$ cat config.mk
export PLATFORM = sky130hd
export DESIGN_NAME = shortest_job_first_queue
export DESIGN_NICKNAME = d
export VERILOG_FILES = /design/src/rtl/sjfq_pkg.sv /design/src/rtl/sjfq_ram.sv /design/src/rtl/sjfq_ctrl.sv /design/src/rtl/shortest_job_first_queue.sv
export SDC_FILE = /design/constraint.sdc
export NUM_CORES = 1
export LEC_CHECK = 0
export BUFFER_PORTS_ARGS = -buffer_cell sky130_fd_sc_hd__buf_2
export CORE_UTILIZATION = 25
export DETAILED_ROUTE_END_ITERATION = 10
export HOLD_SLACK_MARGIN = 0.06
export PLACE_DENSITY = 0.46
export SLEW_MARGIN = 30
export SYNTH_ARGS = -nofsm -noshare
export SYNTH_HDL_FRONTEND = slang
export SYNTH_SLANG_ARGS = --single-unit
$ cat constraint.sdc
create_clock -name i_clk -period 2.85 [get_ports i_clk]
set_input_delay 0.285 -clock i_clk [delete_from_list [all_inputs] [get_ports i_clk]]
set_output_delay 0.285 -clock i_clk [all_outputs]
set_load 0.05 [all_outputs]
$ cat src/rtl/sjfq_pkg.sv
package sjfq_pkg;

    localparam int DEPTH  = 32;
    localparam int SIZE_W = 10;
    localparam int OCNT_W = 6;
    localparam int IDX_W  = (DEPTH > 1) ? $clog2(DEPTH) : 1;
    localparam int CNT_W  = $clog2(DEPTH + 1);
    localparam int SUM_W  = CNT_W + 1;

    localparam logic MODE_INSERT = 1'b0;
    localparam logic MODE_REMOVE = 1'b1;

    typedef enum logic [2:0] {
        ST_IDLE,
        ST_INS_RD,
        ST_INS_CMP,
        ST_REM_DAT,
        ST_FIN
    } t_state;

    typedef struct packed {
        logic              we;
        logic [IDX_W-1:0]  waddr;
        logic [SIZE_W-1:0] wdata;
        logic [IDX_W-1:0]  raddr;
    } t_ram_req;

    typedef struct packed {
        logic [SIZE_W-1:0] removed_size;
        logic              removed_valid;
        logic              insert_refused;
        logic              queue_full;
        logic              queue_empty;
        logic [OCNT_W-1:0] entry_count;
    } t_res;

    function automatic logic [IDX_W-1:0] idx_inc(input logic [IDX_W-1:0] x);
        return (x == IDX_W'(DEPTH - 1)) ? '0 : x + 1'b1;
    endfunction

    function automatic logic [IDX_W-1:0] idx_dec(input logic [IDX_W-1:0] x);
        return (x == '0) ? IDX_W'(DEPTH - 1) : x - 1'b1;
    endfunction

    // physical slot of logical position cnt in the ring starting at base
    function automatic logic [IDX_W-1:0] ring_add(input logic [IDX_W-1:0] base,
                                                  input logic [CNT_W-1:0] cnt);
        logic [SUM_W-1:0] s;
        s = SUM_W'(base) + SUM_W'(cnt);
        if (s >= SUM_W'(DEPTH)) begin
            s = s - SUM_W'(DEPTH);
        end
        return IDX_W'(s);
    endfunction

endpackage

$ cat src/rtl/sjfq_ram.sv
module sjfq_ram
    import sjfq_pkg::*;
(
    input  logic              i_clk,
    input  t_ram_req          i_req,
    output logic [SIZE_W-1:0] o_rdata
);

    logic [SIZE_W-1:0] r_mem [DEPTH];

    always_ff @(posedge i_clk) begin
        if (i_req.we) begin
            r_mem[i_req.waddr] <= i_req.wdata;
        end
        o_rdata <= r_mem[i_req.raddr];
    end

endmodule

$ cat src/rtl/sjfq_ctrl.sv
module sjfq_ctrl
    import sjfq_pkg::*;
(
    input  logic              i_clk,
    input  logic              i_rst_n,
    input  logic              i_start,
    input  logic              i_mode,
    input  logic [SIZE_W-1:0] i_job_size,
    input  logic              i_res_take,
    input  logic [SIZE_W-1:0] i_rdata,
    output t_ram_req          o_req,
    output logic              o_busy,
    output logic              o_res_valid,
    output t_res              o_res
);

    t_state            r_state, n_state;
    logic [IDX_W-1:0]  r_base, n_base;
    logic [CNT_W-1:0]  r_count, n_count;
    logic [IDX_W-1:0]  r_wptr, n_wptr;
    logic [IDX_W-1:0]  r_rptr, n_rptr;
    logic [CNT_W-1:0]  r_left, n_left;
    logic [SIZE_W-1:0] r_size, n_size;
    logic [SIZE_W-1:0] r_rem_size, n_rem_size;
    logic              r_rem_valid, n_rem_valid;
    logic              r_refused, n_refused;
    logic              full, empty, move_up;
    logic [IDX_W-1:0]  tail;

    assign full    = (r_count == CNT_W'(DEPTH));
    assign empty   = (r_count == '0);
    assign move_up = (i_rdata > r_size);
    assign tail    = ring_add(r_base, r_count);

    // next state
    always_comb begin
        n_state = r_state;
        unique case (r_state)
            ST_IDLE: begin
                if (i_start) begin
                    if (i_mode == MODE_INSERT) begin
                        n_state = full ? ST_FIN : ST_INS_RD;
                    end else begin
                        n_state = empty ? ST_FIN : ST_REM_DAT;
                    end
                end
            end
            ST_INS_RD:  n_state = (r_left == '0) ? ST_FIN : ST_INS_CMP;
            ST_INS_CMP: n_state = move_up ? ST_INS_RD : ST_FIN;
            ST_REM_DAT: n_state = ST_FIN;
            ST_FIN:     n_state = i_res_take ? ST_IDLE : ST_FIN;
            default:    n_state = ST_IDLE;
        endcase
    end

    // outputs
    always_comb begin
        o_req       = '0;
        o_busy      = (r_state != ST_IDLE);
        o_res_valid = (r_state == ST_FIN);
        unique case (r_state)
            ST_IDLE:    o_req.raddr = r_base;   // head is ready if a remove comes
            ST_INS_RD: begin
                o_req.raddr = r_rptr;
                if (r_left == '0) begin
                    o_req.we    = 1'b1;
                    o_req.waddr = r_wptr;
                    o_req.wdata = r_size;
                end
            end
            ST_INS_CMP: begin
                o_req.we    = 1'b1;
                o_req.waddr = r_wptr;
                o_req.wdata = move_up ? i_rdata : r_size;
            end
            ST_REM_DAT: o_req.raddr = r_base;
            ST_FIN:     o_req.raddr = r_base;
            default:    o_req = '0;
        endcase
    end

    assign o_res.removed_size   = r_rem_size;
    assign o_res.removed_valid  = r_rem_valid;
    assign o_res.insert_refused = r_refused;
    assign o_res.queue_full     = full;
    assign o_res.queue_empty    = empty;
    assign o_res.entry_count    = OCNT_W'(r_count);

    // datapath
    always_comb begin
        n_base      = r_base;
        n_count     = r_count;
        n_wptr      = r_wptr;
        n_rptr      = r_rptr;
        n_left      = r_left;
        n_size      = r_size;
        n_rem_size  = r_rem_size;
        n_rem_valid = r_rem_valid;
        n_refused   = r_refused;
        unique case (r_state)
            ST_IDLE: begin
                if (i_start) begin
                    n_size      = i_job_size;
                    n_rem_size  = '0;
                    n_rem_valid = 1'b0;
                    n_refused   = (i_mode == MODE_INSERT) && full;
                    n_wptr      = tail;
                    n_rptr      = idx_dec(tail);
                    n_left      = r_count;
                end
            end
            ST_INS_RD: begin
                if (r_left == '0) begin
                    n_count = r_count + 1'b1;
                end
            end
            ST_INS_CMP: begin
                if (move_up) begin
                    n_wptr = r_rptr;
                    n_rptr = idx_dec(r_rptr);
                    n_left = r_left - 1'b1;
                end else begin
                    n_count = r_count + 1'b1;
                end
            end
            ST_REM_DAT: begin
                n_rem_size  = i_rdata;
                n_rem_valid = 1'b1;
                n_base      = idx_inc(r_base);
                n_count     = r_count - 1'b1;
            end
            ST_FIN: ;
            default: ;
        endcase
    end

    always_ff @(posedge i_clk) begin
        if (!i_rst_n) begin
            r_state <= ST_IDLE;
            r_base  <= '0;
            r_count <= '0;
        end else begin
            r_state <= n_state;
            r_base  <= n_base;
            r_count <= n_count;
        end
    end

    always_ff @(posedge i_clk) begin
        r_wptr      <= n_wptr;
        r_rptr      <= n_rptr;
        r_left      <= n_left;
        r_size      <= n_size;
        r_rem_size  <= n_rem_size;
        r_rem_valid <= n_rem_valid;
        r_refused   <= n_refused;
    end

    a_count_bound: assert property (@(posedge i_clk) disable iff (!i_rst_n)
        r_count <= CNT_W'(DEPTH))
        else $error("entry count above depth");

    a_full_refuse: assert property (@(posedge i_clk) disable iff (!i_rst_n)
        (r_state == ST_IDLE && i_start && i_mode == MODE_INSERT && full)
        |=> (r_state == ST_FIN && r_refused && $stable(r_count)))
        else $error("insert into full queue not refused");

    a_walk_step: assert property (@(posedge i_clk) disable iff (!i_rst_n)
        (r_state == ST_INS_CMP && move_up)
        |=> (r_state == ST_INS_RD && r_left == $past(r_left) - 1'b1))
        else $error("insert walk did not step back");

    a_remove_count: assert property (@(posedge i_clk) disable iff (!i_rst_n)
        (r_state == ST_REM_DAT) |=> (r_count == $past(r_count) - 1'b1 && r_rem_valid))
        else $error("remove did not drop count");

endmodule

$ cat src/rtl/shortest_job_first_queue.sv
// Channel | Handshake           | Payload
// --------+---------------------+--------------------------------------------
// in      | i_valid / o_stall   | i_mode, i_job_size
// out     | o_valid / i_stall   | o_removed_size, o_removed_valid,
//         |                     | o_insert_refused, o_queue_full,
//         |                     | o_queue_empty, o_entry_count
//
// Entries live in a ring in one RAM, one write and one registered read port.
// Remove reads the head and advances the ring base. Insert walks back from the
// tail, moving each entry larger than the new size up a slot (a RAM
// read-compare-write step for each), then writes the new size into the freed slot.
// Insert into a full queue or remove from an empty one goes straight to the result.
// Synchronous active-low reset empties the queue; RAM contents are not cleared.
// The output register holds a result under i_stall; o_stall is high while an
// item is in progress or its result cannot yet be handed over.
module shortest_job_first_queue
    import sjfq_pkg::*;
(
    input  logic              i_clk,
    input  logic              i_rst_n,
    input  logic              i_valid,
    output logic              o_stall,
    input  logic              i_mode,
    input  logic [SIZE_W-1:0] i_job_size,
    output logic              o_valid,
    input  logic              i_stall,
    output logic [SIZE_W-1:0] o_removed_size,
    output logic              o_removed_valid,
    output logic              o_insert_refused,
    output logic              o_queue_full,
    output logic              o_queue_empty,
    output logic [OCNT_W-1:0] o_entry_count
);

    t_ram_req          ram_req;
    logic [SIZE_W-1:0] ram_rdata;
    logic              busy, res_valid, res_take, start;
    t_res              res;
    t_res              r_out;
    logic              r_out_valid;

    assign o_stall  = busy;
    assign start    = i_valid && !busy;
    assign res_take = res_valid && (!r_out_valid || !i_stall);

    sjfq_ram u_ram (
        .i_clk   (i_clk),
        .i_req   (ram_req),
        .o_rdata (ram_rdata)
    );

    sjfq_ctrl u_ctrl (
        .i_clk       (i_clk),
        .i_rst_n     (i_rst_n),
        .i_start     (start),
        .i_mode      (i_mode),
        .i_job_size  (i_job_size),
        .i_res_take  (res_take),
        .i_rdata     (ram_rdata),
        .o_req       (ram_req),
        .o_busy      (busy),
        .o_res_valid (res_valid),
        .o_res       (res)
    );

    always_ff @(posedge i_clk) begin
        if (!i_rst_n) begin
            r_out_valid <= 1'b0;
        end else if (res_take) begin
            r_out_valid <= 1'b1;
        end else if (!i_stall) begin
            r_out_valid <= 1'b0;
        end
    end

    always_ff @(posedge i_clk) begin
        if (res_take) begin
            r_out <= res;
        end
    end

    assign o_valid          = r_out_valid;
    assign o_removed_size   = r_out.removed_size;
    assign o_removed_valid  = r_out.removed_valid;
    assign o_insert_refused = r_out.insert_refused;
    assign o_queue_full     = r_out.queue_full;
    assign o_queue_empty    = r_out.queue_empty;
    assign o_entry_count    = r_out.entry_count;

endmodule

==> flow_summary.toml, run 1 <==
[floorplanning]
design.die.area_um2 = 66900
die_height_um = 259
die_w_um = 259
row_count = 93
ios = 37
initial_core_util_pct = 25.4
core_area_um2 = 64800

[hold_path]
hold_class = "input port to flip-flop"

[route]
via_per_inst = 4.57
vias = 9724
first_pass_iters = 5
initialDrtViolationCount = 733
wl_per_cell_um = 20.3
wl_um = 43200
drc = 0
antenna_left = 0

[job]
max_cap_viol_count = 0

[power]
power.density_nw_per_um2 = 687
leakage_nw = 6.85
ir_worst_vdd_uv = 410
p_total_mw = 13.9

[yosys]
ys_types = 61
netlist_top_cells_area = "edfxtp_1 69%, mux4_2 4.8%, nand2_1 3.7%, dfxtp_1 3.0%, ha_1 1.8%"
synth_top_area_share_pct = 68.9
synthTopCellsByCount = "378 x edfxtp_1, 161 x nand2_1, 63 x nor2_1"
yosysMostFrequentCell = "edfxtp_1"
synth_fp_nets = 1131
netlist_area_um2 = 16500
yosys_warnings = 0
synth_flop_cell = "edfxtp_1"
ys_ff_latch = 403
syn_inst = 1090
synth_area_leader_cell = "edfxtp_1"
synth_edf_count = 378
synth_area_per_cell_um2 = 15.1
synthArstFlopShare_pct = 0
ys_seq_area_share_pct = 72.0

[place]
dp_hpwl_um = 28500
gp_congestion = 0.783
place_area_um2 = 18700
placedCellCount = 2032
dp_worst_setup_slack_ns = 0.0937
io_buffers = 36

[critical_path]
crit_path_top_delay_cell = "edfxtp_1"
worstPathMaxFanout = 8
worstSetupStartpointType = "flip-flop"
required_ns = 3.13
rrSetupSlack_ns = 0.18
cpPeakStageDelay_ns = 0.45
end_kind = "flip-flop"
crit_chain = "nor4_2 -> buf_4 -> nand4b_1 -> a21oi_1 -> buf_4 -> nand3_1 -> nor2_1 -> buf_4"
path_class = "flip-flop to flip-flop"
path_common_cell = "buf_4"
cp.arrival_ns = 2.95
path_buf_inv = 3
crit_family = "simple AND/OR/NAND/NOR gates"

[clock_network]
cts-buffers-inserted = 45
clkLatencyLatePin_ns = 0.58
clkSinkCount = 403
clkTransAtPathRegs_ns = 0.06
cts_root_buffer = "clkbuf_16"
cts_buffer_depth = 3
htreeDepth = 2
cts_tree = "built"

[global_routing]
grt_util_all_layers_pct = 13.1
antenna_found_initial = 0
grt_pass1_vias = 9825
grt_start_max_net_pins = 34
grt_pass1_wl_um = 65200
overflow = 0

[sta]
grt_setup_unrepaired = "no"
worst_slack_ns = 0.182
fin_skew_ns = 0.0155
slew_headroom_pct = 40.5
maxSlewViolCount = 0
holdWs_ns = 0.128
finalCritPeriodShare_pct = 93.6
setup_violations = 0
worstMarginPinSlew_ns = 0.889
fmax_ghz = 0.375
fin_setup_tns_ns = 0
timing.final.crit_period_ns = 2.67
hold_viol = 0

[cells_and_area]
antenna_cells = 0
final_area_um2 = 20200
n_fill_cell = 6361
multi_input_area_um2 = 4370
fin_nets = 1278
fin_util_pct = 31.2
drive_above_1_share_pct = 21.7
final_cells = 2127
register_area_um2 = 11900
synthToLayoutAreaGrowth_pct = 23.0

[status]
run_status = "finished, final reports clean"
registers in the layout, summed over array words and instances (netlist names):
name and count:
o_queue_full 1, u_ram.o_rdata 10, u_ram.r_mem 320, u_ctrl.r_size 10
u_ctrl.r_rem_valid 1, o_removed_size 10, u_ctrl.r_wptr 5, u_ctrl.r_left 6
o_insert_refused 1, u_ctrl.r_base 5, u_ctrl.r_count 6, o_valid 1
u_ctrl.r_refused 1, u_ctrl.r_rem_size 10, o_queue_empty 1, u_ctrl.r_rptr 5
u_ctrl.r_state 3, o_removed_valid 1, o_entry_count 6
area by class of cell:
| cell class | count | area share [%] |
|---|---|---|
| flip-flops and latches | 403 | 58.5 |
| multi-input cells | 613 | 21.6 |
| repair buffers | 154 | 7.22 |
| clock buffers | 64 | 6.27 |
| well taps | 855 | 5.28 |
| clock inverters | 18 | 0.717 |
| inverters | 20 | 0.371 |
kinds of logic after synthesis:
| group | Yosys count | synth area share [%] |
|---|---|---|
| DFF | 403 | 72.0 |
| adders and majority gates | 26 | 2.07 |
| and+or+nand+nor | 354 | 9.95 |
| AOI/OAI and AO/OA | 150 | 6.28 |
| buffers and inverters | 74 | 2.01 |
| xor gates and xnor gates | 19 | 1.01 |
| muxes | 64 | 6.69 |
metal layers:
layer	wire [um]	GRT usage, %	vias to the layer above
li1	-	-	4496
met1	19400	17.5	4939
met2	21100	21.9	230
met3	1900	2.43	59
met4	794	3.11	0
met5	0	0	-
power by group:
| part | internal (mW) | switching [mW] |
|---|---|---|
| Combinational | 0.619 | 0.970 |
| Sequential | 6.67 | 0.121 |
| Clock | 3.20 | 2.34 |
path summary, 6_finish.rpt:
check                                          start                end  depth (start not counted)
worst max register to register      u_ctrl.r_left[2]  u_ram.r_mem[3][2]                          8
worst min-delay path                         i_rst_n  u_ctrl.r_state[2]                          2
worst min register to register  u_ctrl.r_rem_size[0]  o_removed_size[0]                          0
worst max-delay path                u_ctrl.r_left[2]  u_ram.r_mem[3][2]                          8
placed cells by master (no fill, tap or decap), types with 29 or more instances in the layout:
master     count
buf_2         36
edfxtp_1     378
a21oi_1       31
buf_4         76
nand3_1       35
mux4_2        35
nor2_1        60
buf_12        29
nand4_1       38
nand2_1      161
clkbuf_16     46
worst reg2reg max path: cells and delay by family (launching register included):
family,cells,cell delay [ns]
and+or+nand+nor,4,1.15
buffers and inverters,3,0.59
DFF,1,0.45
AOI/OAI and AO/OA,1,0.17
what timing repair did:
action / CTS / global route
hold buffers: 13 / 0
endpoints found under the hold margin: 13 / 0
setup endpoints to repair: 0 / 397
gates resized for setup: 0 / 8
setup buffers: 0 / 0
(Power assumes the default switching activity.)
==> inputs of run 2 (changes only) <==
- ABC_AREA: default -> 1
- CELL_PAD_IN_SITES_DETAIL_PLACEMENT: default -> 2
- CELL_PAD_IN_SITES_GLOBAL_PLACEMENT: default -> 2
- PLACE_DENSITY: 0.46 -> 0.6
==> run 2 against run 1 <==
  * Via count is 34% higher
  * Critical path type unchanged
  * Sequential power up 14%
  * Combinational power grew to 5.1 times the previous value
  * Cell area grew 8.2%
  * Non-clock buffer count down 18
==> flow_summary.toml, run 2 <==
[status]
run_status = "finished, final reports clean"

[sta]
slew_headroom_pct = 39.1
finalCritPeriodShare_pct = 94.4
setup_violations = 0
worst_slack_ns = 0.159
timing.final.crit_period_ns = 2.69
holdWs_ns = 0.0983
maxSlewViolCount = 0
fmax_ghz = 0.372
fin_skew_ns = 0.0245
worstMarginPinSlew_ns = 0.913
hold_viol = 0
fin_setup_tns_ns = 0

[clock_network]
cts_tree = "built"
clkTransAtPathRegs_ns = 0.06
cts_buffer_depth = 3
clkSinkCount = 403
clkLatencyLatePin_ns = 0.60
cts_root_buffer = "clkbuf_16"
htreeDepth = 2
cts-buffers-inserted = 50

[floorplanning]
row_count = 98
core_area_um2 = 71400
initial_core_util_pct = 25.3
design.die.area_um2 = 73200
ios = 37
die_height_um = 270
die_w_um = 270

[yosys]
synth_fa_ha_area_share_pct = 1.89
synth_fp_nets = 1757
synthSimpleGateAreaFrac_pct = 21.9
synth_top_area_share_pct = 63.0
synth_area_per_cell_um2 = 10.5
ys_seq_area_share_pct = 65.8
ys_types = 32
synth.mux.area_fraction_pct = 0.0555
synth_compound_area_share_pct = 2.06
syn_inst = 1716
synth_top_family_by_area = "simple AND/OR/NAND/NOR gates"
ys_ff_latch = 403
synth_area_leader_cell = "edfxtp_1"
synth_edf_count = 378
yosys_warnings = 0
netlist_top_cells_area = "edfxtp_1 63%, nand3_1 9.9%, nand2_1 6.9%, inv_1 5.4%, nand3b_1 2.9%"
synth_xor_area_share_pct = 0.778
yosysMostFrequentCell = "edfxtp_1"
synthArstFlopShare_pct = 0
synth_flop_cell = "edfxtp_1"
netlist_area_um2 = 18000
synthTopCellsByCount = "378 x edfxtp_1, 356 x nand3_1, 330 x nand2_1"

[cells_and_area]
final_common_cell = "edfxtp_1"
n_fill_cell = 7784
largest_register = "u_ram.r_mem"
largest_reg_flops = 320
fin_nets = 1860
final_area_um2 = 21900
multi_input_area_um2 = 5030
antenna_cells = 0
drive_above_1_share_pct = 11.8
final_cell_mix = "378 x edfxtp_1, 356 x nand3_1, 330 x nand2_1"
synthToLayoutAreaGrowth_pct = 21.5
register_area_um2 = 11900

[route]
wl_um = 60800
antenna_left = 0
via_per_inst = 4.65
drc = 0
vias = 13100
initialDrtViolationCount = 674
wl_per_cell_um = 21.6
first_pass_iters = 5

[critical_path]
worstPathMaxFanout = 16
crit_chain = "inv_1 -> ha_1 -> nand2_1 -> nor2_2 -> o211ai_1 -> nand3_1 -> nand2_1 -> o21ai_4 -> buf_4 -> buf_12 -> o22ai_4"
worstSetupStartpointType = "flip-flop"
path_buf_inv = 3
cpPeakStageDelay_ns = 0.51
cp.arrival_ns = 2.98
path_class = "flip-flop to flip-flop"
path_common_cell = "nand2_1"
crit_family = "compound AO/OA/AOI/OAI gates"
end_kind = "flip-flop"
crit_path_top_delay_cell = "o22ai_4"
required_ns = 3.14

[global_routing]
antenna_found_initial = 0
grt_pass1_wl_um = 91900
grt_pass1_vias = 14500
grt_util_all_layers_pct = 16.7
grt_start_max_net_pins = 64
overflow = 0

[power]
ir_worst_vdd_uv = 445
power.density_nw_per_um2 = 1020
leakage_nw = 8.77
p_total_mw = 22.3

[hold_path]
hold_class = "input port to flip-flop"

[place]
dp_worst_setup_slack_ns = -0.0158
io_buffers = 36
dp_hpwl_um = 38500
gp_congestion = 0.741
place_area_um2 = 20000

[job]
max_cap_viol_count = 0
==> run 2: path summary, 6_finish.rpt <==
check | from | endpoint | slack [ns] | depth (start not counted)
max | u_ctrl.r_size[6] | u_ram.r_mem[1][6] | 0.16 | 11
min | i_valid | u_ctrl.r_state[0] | 0.1 | 3
max reg2reg | u_ctrl.r_size[6] | u_ram.r_mem[1][6] | 0.16 | 11
min reg2reg | u_ctrl.r_rem_valid | o_removed_valid | 0.42 | 0
==> run 2: timing repair <==
| action | in CTS | in global routing |
|---|---|---|
| hold endpoints to repair | 18 | 0 |
| gates cloned | 1 | 0 |
| hold buffers | 13 | 0 |
| pin swaps | 0 | 1 |
| setup buffers | 0 | 4 |
| setup endpoints to repair | 242 | 250 |
| resized for setup | 3 | 3 |
==> run 2: power breakdown <==
part | internal (mW) | leakage (nW) | switching [mW]
registers | 7.42 | 3.70 | 0.351
logic | 2.27 | 4.27 | 5.82
clock network | 3.84 | 0.800 | 2.59
total | 13.5 | 8.77 | 8.76
==> run 2: worst min-delay path, delay by kind of cell <==
kind	cells	cell delay (ns)
AO/OA/AOI/OAI	2	0.27
buffers and inverters	1	0.10
==> run 2: area by class of cell <==
cell class / count / share of cell area (%)
repair buffers: 136 / 5.49
well taps: 950 / 5.43
clock inverters: 33 / 1.50
multi-input cells: 966 / 23.0
inverters: 262 / 4.49
clock buffers: 61 / 6.04
flip-flops and latches: 403 / 54.1
==> run 2: cells by family (layout without fill, tap and decap cells) <==
logic type | Yosys count | after routing
adder cells (fa/ha/maj) | 26 | 26
XOR/XNOR | 16 | 16
buffers and inverters | 348 | 492
multiplexers | 1 | 1
AND/OR/NAND/NOR | 855 | 855
AO/OA/AOI/OAI | 67 | 68
flip-flops | 403 | 403
==> run 2: metal layers <==
layer / GRT usage (%) / routed length (um) / vias to the layer above / share of wire (%)
met3: 2.38 / 1780 / 107 / 2.9
li1: - / - / 6010 / -
met1: 21.1 / 26800 / 6755 / 44
met4: 6.26 / 2130 / 0 / 3.5
met5: 0 / 0 / - / 0
met2: 28.7 / 30000 / 196 / 49
==> run 2: through the flow <==
step / utilization [%] / std cells
after floorplan: - / 1716
after global placement: 28.0 / 2696
after detailed placement: 28.1 / 2698
after CTS: 30.6 / 2806
after global routing: 30.7 / 2811
final: 30.7 / 2811
==> inputs of run 3 (changes only) <==
- PLACE_DENSITY: 0.6 -> 0.58
- clock period: 2.85 -> 3.3 ns (I/O delays scaled with it)
==> run 3 against run 2 <==
  * Cell count down 0.96%
  * Setup slack improved by 0.26 ns
  * Worst hold slack improved by 0.10 ns
  * Die area is the same
  * Highest routed layer unchanged
==> flow_summary.toml, run 3 (synthesis gave the netlist of run 2 again) <==
[global_routing]
met1_usage_pct = 19.6
antenna_found_initial = 0
grt_util_all_layers_pct = 15.6
met2_usage_pct = 27.9
grt_pass1_wl_um = 86900
overflow = 0
busiest_layer = "met2"
use_met3_pct = 2.09
grt_pass1_vias = 13900
grt_start_max_net_pins = 131

[floorplanning]
design.die.area_um2 = 73200
die_w_um = 270
die_height_um = 270
row_count = 98
initial_core_util_pct = 25.3
core_area_um2 = 71400
ios = 37

[cells_and_area]
final_cell_mix = "378 x edfxtp_1, 356 x nand3_1, 330 x nand2_1"
final_common_cell = "edfxtp_1"
synthToLayoutAreaGrowth_pct = 19.7
largest_register = "u_ram.r_mem"
antenna_cells = 0
largest_reg_flops = 320
fin_util_pct = 30.2
drive_above_1_share_pct = 10.4
final_cells = 2784
fin_nets = 1836

[job]
max_cap_viol_count = 0

[hold_path]
hold_class = "input port to flip-flop"
min_path_cells = 3
hold_end = "u_ctrl.r_state[2]"
hp-start = "i_valid"

[route]
wl_per_cell_um = 20.5
wl_um = 57100
drc = 0
via_per_inst = 4.56
vias = 12700
antenna_left = 0
first_pass_iters = 5
initialDrtViolationCount = 614

[sta]
fin_skew_ns = 0.0292
hold_viol = 0
fin_setup_tns_ns = 0
setup_violations = 0
finalCritPeriodShare_pct = 87.2
slew_headroom_pct = 45.8
holdWs_ns = 0.200
grt_setup_unrepaired = "no"
fmax_ghz = 0.347
worstMarginPinSlew_ns = 0.812
maxSlewViolCount = 0
timing.final.crit_period_ns = 2.88

[clock_network]
clkSinkCount = 403
clkLatencyLatePin_ns = 0.59
cts_buffer_depth = 3
post_cts_buffers = 0
htreeDepth = 2
clkTransAtPathRegs_ns = 0.06
cts_tree = "built"
cts_root_buffer = "clkbuf_16"
cts-buffers-inserted = 48

[critical_path]
cp.arrival_ns = 3.10
rr_worst_depth = 10
path_class = "flip-flop to flip-flop"
end_kind = "flip-flop"
worstPathMaxFanout = 10
timing.rr.end = "u_ram.r_mem[0][6]"
rrSetupSlack_ns = 0.42
r2r-start = "u_ctrl.r_state[2]"
required_ns = 3.52
worstSetupStartpointType = "flip-flop"

[place]
io_buffers = 36
dp_hpwl_um = 37200
gp_congestion = 0.768
placedCellCount = 2682

[power]
p_total_mw = 18.5
power.density_nw_per_um2 = 857
leakage_nw = 8.58
ir_worst_vdd_uv = 624

[status]
run_status = "finished, final reports clean"
[run 3: layout make-up]
type | instances | area [um^2]
fill | 7763 | 49800
sequential | 403 | 11900
multi-input combinational | 965 | 5010
clock buffer | 68 | 1360
tap | 950 | 1190
timing repair buffer | 115 | 1010
inverter | 262 | 983
clock inverter | 21 | 163
[run 3: timing repair]
item                                   in CTS  in global routing
endpoints found under the hold margin      17                  0
hold buffers                               13                  0
gates resized for setup                     0                  0
setup endpoints to repair                   0                  0
[run 3: worst max-delay path: stages (launching register included)]
cell and delay, ns:
dfxtp_1 0.44, inv_2 0.08, nand3_1 0.25, nor2_1 0.13
nor2_1 0.31, inv_1 0.15, nand2_1 0.16, nand2_1 0.08
nor2_1 0.35, nand2_1 0.12, inv_1 0.43
[run 3: worst max path at each step]
| stage | startpoint | to | slack, ns | cells past startpoint |
|---|---|---|---|---|
| floorplan | u_ctrl.r_size[9] | u_ram.r_mem[0][1] | 0.61 | 9 |
| global placement | u_ctrl.r_size[9] | u_ram.r_mem[24][5] | 0.41 | 9 |
| detailed placement | u_ctrl.r_state[2] | u_ram.r_mem[1][9] | 0.47 | 10 |
| CTS | u_ctrl.r_state[2] | u_ram.r_mem[1][6] | 0.43 | 10 |
| global route | u_ctrl.r_state[2] | u_ram.r_mem[3][9] | 0.18 | 10 |
| finish | u_ctrl.r_state[2] | u_ram.r_mem[0][6] | 0.42 | 10 |
[run 3: stage by stage]
step	area, um^2	setup WS, ns
finish	21600	0.421
global route	21600	0.181
detailed placement	19900	0.467
floorplan	18000	0.612
global placement	19700	0.412
CTS	21600	0.429
[run 3: power breakdown]
group	leakage [nW]	internal [mW]	switching (mW)
logic	4.15	1.82	4.76
registers	3.70	6.40	0.292
clock network	0.737	3.02	2.18
total	8.58	11.2	7.23
[run 3: metal layers]
layer,wire (um),part of all wire (%)
met1,25400,45
met2,29000,51
met3,1400,2.5
met4,1220,2.1
met5,0,0
